--- config.mk ---
export PLATFORM = sky130hd
export DESIGN_NAME = kcgu_div
export DESIGN_NICKNAME = d
export VERILOG_FILES = /design/src/rtl/kcgu_pkg.sv /design/src/rtl/kcgu_div.sv
export SDC_FILE = /design/constraint.sdc
export NUM_CORES = 1
export LEC_CHECK = 0
export BUFFER_PORTS_ARGS = -buffer_cell sky130_fd_sc_hd__clkbuf_2
export CAP_MARGIN = 10
export CORE_MARGIN = 2
export CORE_UTILIZATION = 49
export CTS_BUF_LIST = sky130_fd_sc_hd__clkbuf_16
export DETAILED_ROUTE_END_ITERATION = 12
export GPL_TIMING_DRIVEN = 0
export PLACE_DENSITY = 0.76
export SKIP_LAST_GASP = 1
export SYNTH_ARGS = -nofsm -noshare
export SYNTH_HDL_FRONTEND = slang
export SYNTH_SLANG_ARGS = --single-unit
--- constraint.sdc ---
create_clock -name clk_i -period 2.9 [get_ports clk_i]
set_input_delay 0.29 -clock clk_i [delete_from_list [all_inputs] [get_ports clk_i]]
set_output_delay 0.29 -clock clk_i [all_outputs]
set_load 0.03 [all_outputs]
--- src/rtl/kcgu_pkg.sv ---
// shared types, codes and saturation helper for the kalman covariance and gain update
`default_nettype none
package kcgu_pkg;

  localparam int unsigned IDX_W     = 3;
  localparam int unsigned DATA_W    = 32;
  localparam int unsigned FRAC_W    = 16;
  localparam int unsigned DIV_STEPS = 48;
  localparam int unsigned DIV_CW    = 6;

  localparam logic signed [DATA_W-1:0] ONE_Q = 32'sd65536;

  localparam logic [2:0] OP_LOAD_P   = 3'd0;
  localparam logic [2:0] OP_LOAD_PHI = 3'd1;
  localparam logic [2:0] OP_LOAD_Q   = 3'd2;
  localparam logic [2:0] OP_LOAD_R   = 3'd3;
  localparam logic [2:0] OP_LOAD_H   = 3'd4;
  localparam logic [2:0] OP_RUN      = 3'd5;

  localparam logic [1:0] ST_OK       = 2'd0;
  localparam logic [1:0] ST_SINGULAR = 2'd1;
  localparam logic [1:0] ST_SAT      = 2'd2;

  typedef struct packed {
    logic [2:0]               op;
    logic [IDX_W-1:0]         row;
    logic [IDX_W-1:0]         col;
    logic signed [DATA_W-1:0] value;
  } in_item_t;

  typedef struct packed {
    logic                     which;
    logic [IDX_W-1:0]         out_row;
    logic [IDX_W-1:0]         out_col;
    logic signed [DATA_W-1:0] out_value;
    logic [1:0]               status;
    logic                     last;
  } out_item_t;

  typedef struct packed {
    logic                     hit;
    logic signed [DATA_W-1:0] val;
  } sat_t;

  function automatic sat_t sat32(logic signed [63:0] v);
    sat_t r;
    if (v > 64'sd2147483647) begin
      r.hit = 1'b1;
      r.val = 32'sh7fffffff;
    end else if (v < -64'sd2147483648) begin
      r.hit = 1'b1;
      r.val = 32'sh80000000;
    end else begin
      r.hit = 1'b0;
      r.val = v[31:0];
    end
    return r;
  endfunction

endpackage
`default_nettype wire

--- src/rtl/kcgu_div.sv ---
// iterative signed q16.16 divider, one quotient bit per cycle, saturating
`default_nettype none
module kcgu_div (
  input  wire logic                     clk_i,
  input  wire logic                     rst_ni,
  input  wire logic                     start_i,
  input  wire logic signed [31:0]       num_i,
  input  wire logic signed [31:0]       den_i,
  output logic                          done_o,
  output kcgu_pkg::sat_t                quot_o
);

  localparam int unsigned QW = kcgu_pkg::DIV_STEPS;

  logic                 busy_q;
  logic                 done_q;
  logic                 neg_q;
  logic [kcgu_pkg::DIV_CW-1:0] cnt_q;
  logic [31:0]          rem_q;
  logic [31:0]          den_q;
  logic [QW-1:0]        dvd_q;
  logic [QW-1:0]        quo_q;

  logic [31:0] num_mag, den_mag;
  logic [32:0] rem_n;
  logic        ge;

  assign num_mag = num_i[31] ? (~num_i + 32'd1) : num_i;
  assign den_mag = den_i[31] ? (~den_i + 32'd1) : den_i;
  assign rem_n   = {rem_q, dvd_q[QW-1]};
  assign ge      = rem_n >= {1'b0, den_q};

  always_ff @(posedge clk_i or negedge rst_ni) begin
    if (!rst_ni) begin
      busy_q <= 1'b0;
      done_q <= 1'b0;
      neg_q  <= 1'b0;
      cnt_q  <= '0;
      rem_q  <= '0;
      den_q  <= '0;
      dvd_q  <= '0;
      quo_q  <= '0;
    end else begin
      done_q <= 1'b0;
      if (start_i) begin
        busy_q <= 1'b1;
        cnt_q  <= '0;
        rem_q  <= '0;
        den_q  <= den_mag;
        neg_q  <= num_i[31] ^ den_i[31];
        dvd_q  <= {num_mag, {kcgu_pkg::FRAC_W{1'b0}}};
        quo_q  <= '0;
      end else if (busy_q) begin
        rem_q <= ge ? 32'(rem_n - {1'b0, den_q}) : rem_n[31:0];
        dvd_q <= {dvd_q[QW-2:0], 1'b0};
        quo_q <= {quo_q[QW-2:0], ge};
        cnt_q <= cnt_q + 1'b1;
        if (cnt_q == kcgu_pkg::DIV_CW'(QW - 1)) begin
          busy_q <= 1'b0;
          done_q <= 1'b1;
        end
      end
    end
  end

  // truncation toward zero: divide magnitudes, then restore the sign
  always_comb begin
    quot_o.hit = 1'b0;
    quot_o.val = '0;
    if (neg_q) begin
      if (quo_q > QW'(64'd2147483648)) begin
        quot_o.hit = 1'b1;
        quot_o.val = 32'sh80000000;
      end else begin
        quot_o.val = ~quo_q[31:0] + 32'd1;
      end
    end else begin
      if (quo_q > QW'(64'd2147483647)) begin
        quot_o.hit = 1'b1;
        quot_o.val = 32'sh7fffffff;
      end else begin
        quot_o.val = quo_q[31:0];
      end
    end
  end

  assign done_o = done_q;

endmodule
`default_nettype wire

==> impl_results.md <==
* Vias per cell at roughly 6
* Routed WL at between 30000 and 40000 microns
* Synth-to-layout area growth at 25.9%
* Synthesized cell area at about 11000 sq um
* Leak at 6.41 nW
* RSZ-0062 raised after global routing: true
* Critical Path Start Type: register
* Flops & latches, synth at roughly 150
* CTS clock-pin slew for the worst setup and hold paths at around 0.07 ns
* Setup TNS at -25.35 ns
* CTS Buf Count at 17
* Achievable Freq at 0.264 GHz
* CTS max path bufs at 2
* Final ANT Viol Nets at 0
* Slowest cell on crit path: or4_4
* Crit-path cells: or4_4, or3_4, nor4_4, nand4_1, a21o_1, clkbuf_2, nor3_1, o21ai_0, o311ai_4, clkbuf_8
* Root buffer cell: clkbuf_16
* Die Span Y at between 150 and 200 microns
* Number of global-route vias before repair at roughly 9700
* Post-Syn Instances at around 1300
* Nets at 1498
* Clk_skew at 0.00909 ns
* Top post-synthesis cells by area: dfrtp_1 (36%), mux2i_1 (6.8%), nand2_1 (5.0%), nor2_1 (4.7%), ha_1 (4.3%)
* Worst setup margin at -0.894 ns
* Slew Viols, Final at 0
* Crit Path Class: register to output pin
* Syn nets at 1359
* Layout cell share with drive strength beyond 1 at between 10% and 20%
* Post-route minimum period at approximately 3.8 ns
* Layout Cells excl Fill at around 1700
* Synth async-reset ratio at 100%
* Arrival time worst endpoint at around 3.5 ns
* DR iter-0 viols at 632
* Die area at approximately 23000 sq um
* Power Total at 10.5 mW
* First drt pass iteration count at 6
* Placed Instances at ~1600
* Sequential fraction of the synthesis area at a little over a third
* Io pins at 101
* CTS tree: done
* Critical path's largest stage delay at between 0.5 and 0.6 ns
* Routability cong. at ~0.96
* Port-buffer cells at 100
* Worst-Skew Late Latency at approximately 0.43 ns
* Core area at 21100 sq um
* VDD IR-drop max at around 480 uV
* Slew @ Worst Pin at slightly above 0.8 ns
* Final setup fails at 33
* Pwr Density at just under 800 nW/um^2
* Mean area per synthesized cell at 8.43 sq um
* Hold Crit Class: input pin to register
* Cell Rows at 53
* DRC viols at 0
* Top-area cell type share of the netlist area at a little over a third
* H-tree levels at 4
* ANT cells at 0
* Most common flop cell mapped by yosys: dfrtp_1
* Leading area contributor after synthesis: dfrtp_1
* Post-detail-place hpwl at approximately 22000 microns
* Synth Warn # at 0
* Vias at 10177
* GR Overflow Total at 0
* Relative slew slack at approximately 44%
* Yosys cell types at 66
* Final Hold Vio Count at 0
* WP data required at 2.61 ns
* Outcome: finished with violations
* First-pass GRT wire length at around 50000 microns
* Initial Utilization at between 50% and 60%
* Part of the cycle the worst path needs at 131%
* CTS sink count at between 150 and 200
* Initial antenna violation count at 0
* Crit-path max FO at 10
* Die Width at about 150 microns
* Max Cap Viol at 0
* Number of flops mapped to enable cells by yosys at 0
* Post-layout util at 63.2%
* Global Route Usage Sum at a little over a quarter
* CP endpoint kind: output pin
* Failing checks: setup timing
* Largest net degree at the start of global routing at 89
* WL/cell at 18.4 microns
-- where the power goes --
group          switching, mW  internal, mW
sequential             0.299          2.46
clock                  0.897          1.16
combinational           3.19          2.51
-- worst paths after layout --
check                      cells after the start                  start  slack, ns                     to
min in group asynchronous                      2                 rst_ni       0.43  dvd_q[31]$_DFFE_PN0P_
max reg2reg                                   11   rem_q[0]$_DFFE_PN0P_       0.01  rem_q[15]$_DFFE_PN0P_
max in group asynchronous                      3                 rst_ni       1.64  quo_q[14]$_DFFE_PN0P_
min                                            2              num_i[29]       0.11  dvd_q[47]$_DFFE_PN0P_
max                                           10  quo_q[16]$_DFFE_PN0P_      -0.89             quot_o[26]
min reg2reg                                    2  den_q[17]$_DFFE_PN0P_       0.53  den_q[17]$_DFFE_PN0P_
-- timing repair --
item / 4_1_cts / 5_1_grt
pin swaps: 14 / 18
cloned: 1 / 2
gates resized for setup: 101 / 89
setup endpoints to repair: 66 / 67
hold buffers: 1 / 0
setup buffers: 26 / 6
endpoints found under the hold margin: 65 / 0
-- through the flow --
stage / hold slack, ns / setup WS, ns / area [sq um]
after detailed placement: 0.318 / -0.778 / 11900
after CTS: 0.0983 / -0.829 / 13000
after floorplan: -0.00559 / -0.467 / 11000
after global routing: 0.107 / -0.956 / 13300
final: 0.109 / -0.894 / 13300
after global placement: 0.504 / -1.44 / 11900
-- critical path, delay by kind of cell (launching register included) --
kind | cells | cell delay, ns
AOI/OAI and AO/OA | 3 | 0.63
buffers and inverters | 2 | 0.41
DFF | 1 | 0.42
and+or+nand+nor | 5 | 1.60
-- synth_stat cells, types with 24 or more instances --
cell type  number
a21oi_1        86
o21ai_0        84
nor2_1        133
o311ai_0       24
nand2_1       141
xor2_1         49
mux2i_1        72
inv_1          57
ha_1           36
xnor2_1        36
clkbuf_1       50
dfrtp_1       153
nor3_1         29
-- layout make-up --
class                           instances  area, sq um
Inverter                               57          214
Fill cell                            1791         7760
Tap cell                              275          344
Timing Repair Buffer                  123          981
Multi-Input combinational cell        974         7060
Clock inverter                         15          111
Buffer                                 68          352
Sequential cell                       153         3840
Clock buffer                           17          425
-- logic make-up (layout without fill, tap and decap cells) --
| kind of cell | after synthesis | in the layout | share of synthesized area [%] |
|---|---|---|---|
| flops | 153 | 153 | 36.2 |
| buf+inv | 128 | 280 | 4.55 |
| fa+ha+maj | 37 | 37 | 4.45 |
| compound gates | 333 | 333 | 20.5 |
| mux | 73 | 73 | 6.92 |
| simple gates | 446 | 446 | 20.3 |
| xor+xnor | 85 | 85 | 7.04 |
-- registers in the layout, indices dropped and copies added (netlist names) --
name and cells:
cnt_q 6, rem_q 32, busy_q 1, neg_q 1, den_q 32, done_o 1
dvd_q 32, quo_q 48
-- layout by cell type, fill, tap and decap left out, types with 37 or more instances in the layout --
| master | n |
|---|---|
| nor2_1 | 132 |
| inv_1 | 60 |
| clkbuf_1 | 37 |
| a21oi_1 | 83 |
| xor2_1 | 49 |
| o21ai_0 | 76 |
| nand2_1 | 137 |
| clkbuf_2 | 69 |
| dfrtp_1 | 147 |
| mux2i_1 | 72 |
-- layer usage --
metal	GRT usage, %	part of all wire, %
met1	36.2	43
met2	46.5	49
met3	3.52	5.1
met4	7.66	2.3
met5	0	0
Power figures use the tool's default switching activity.
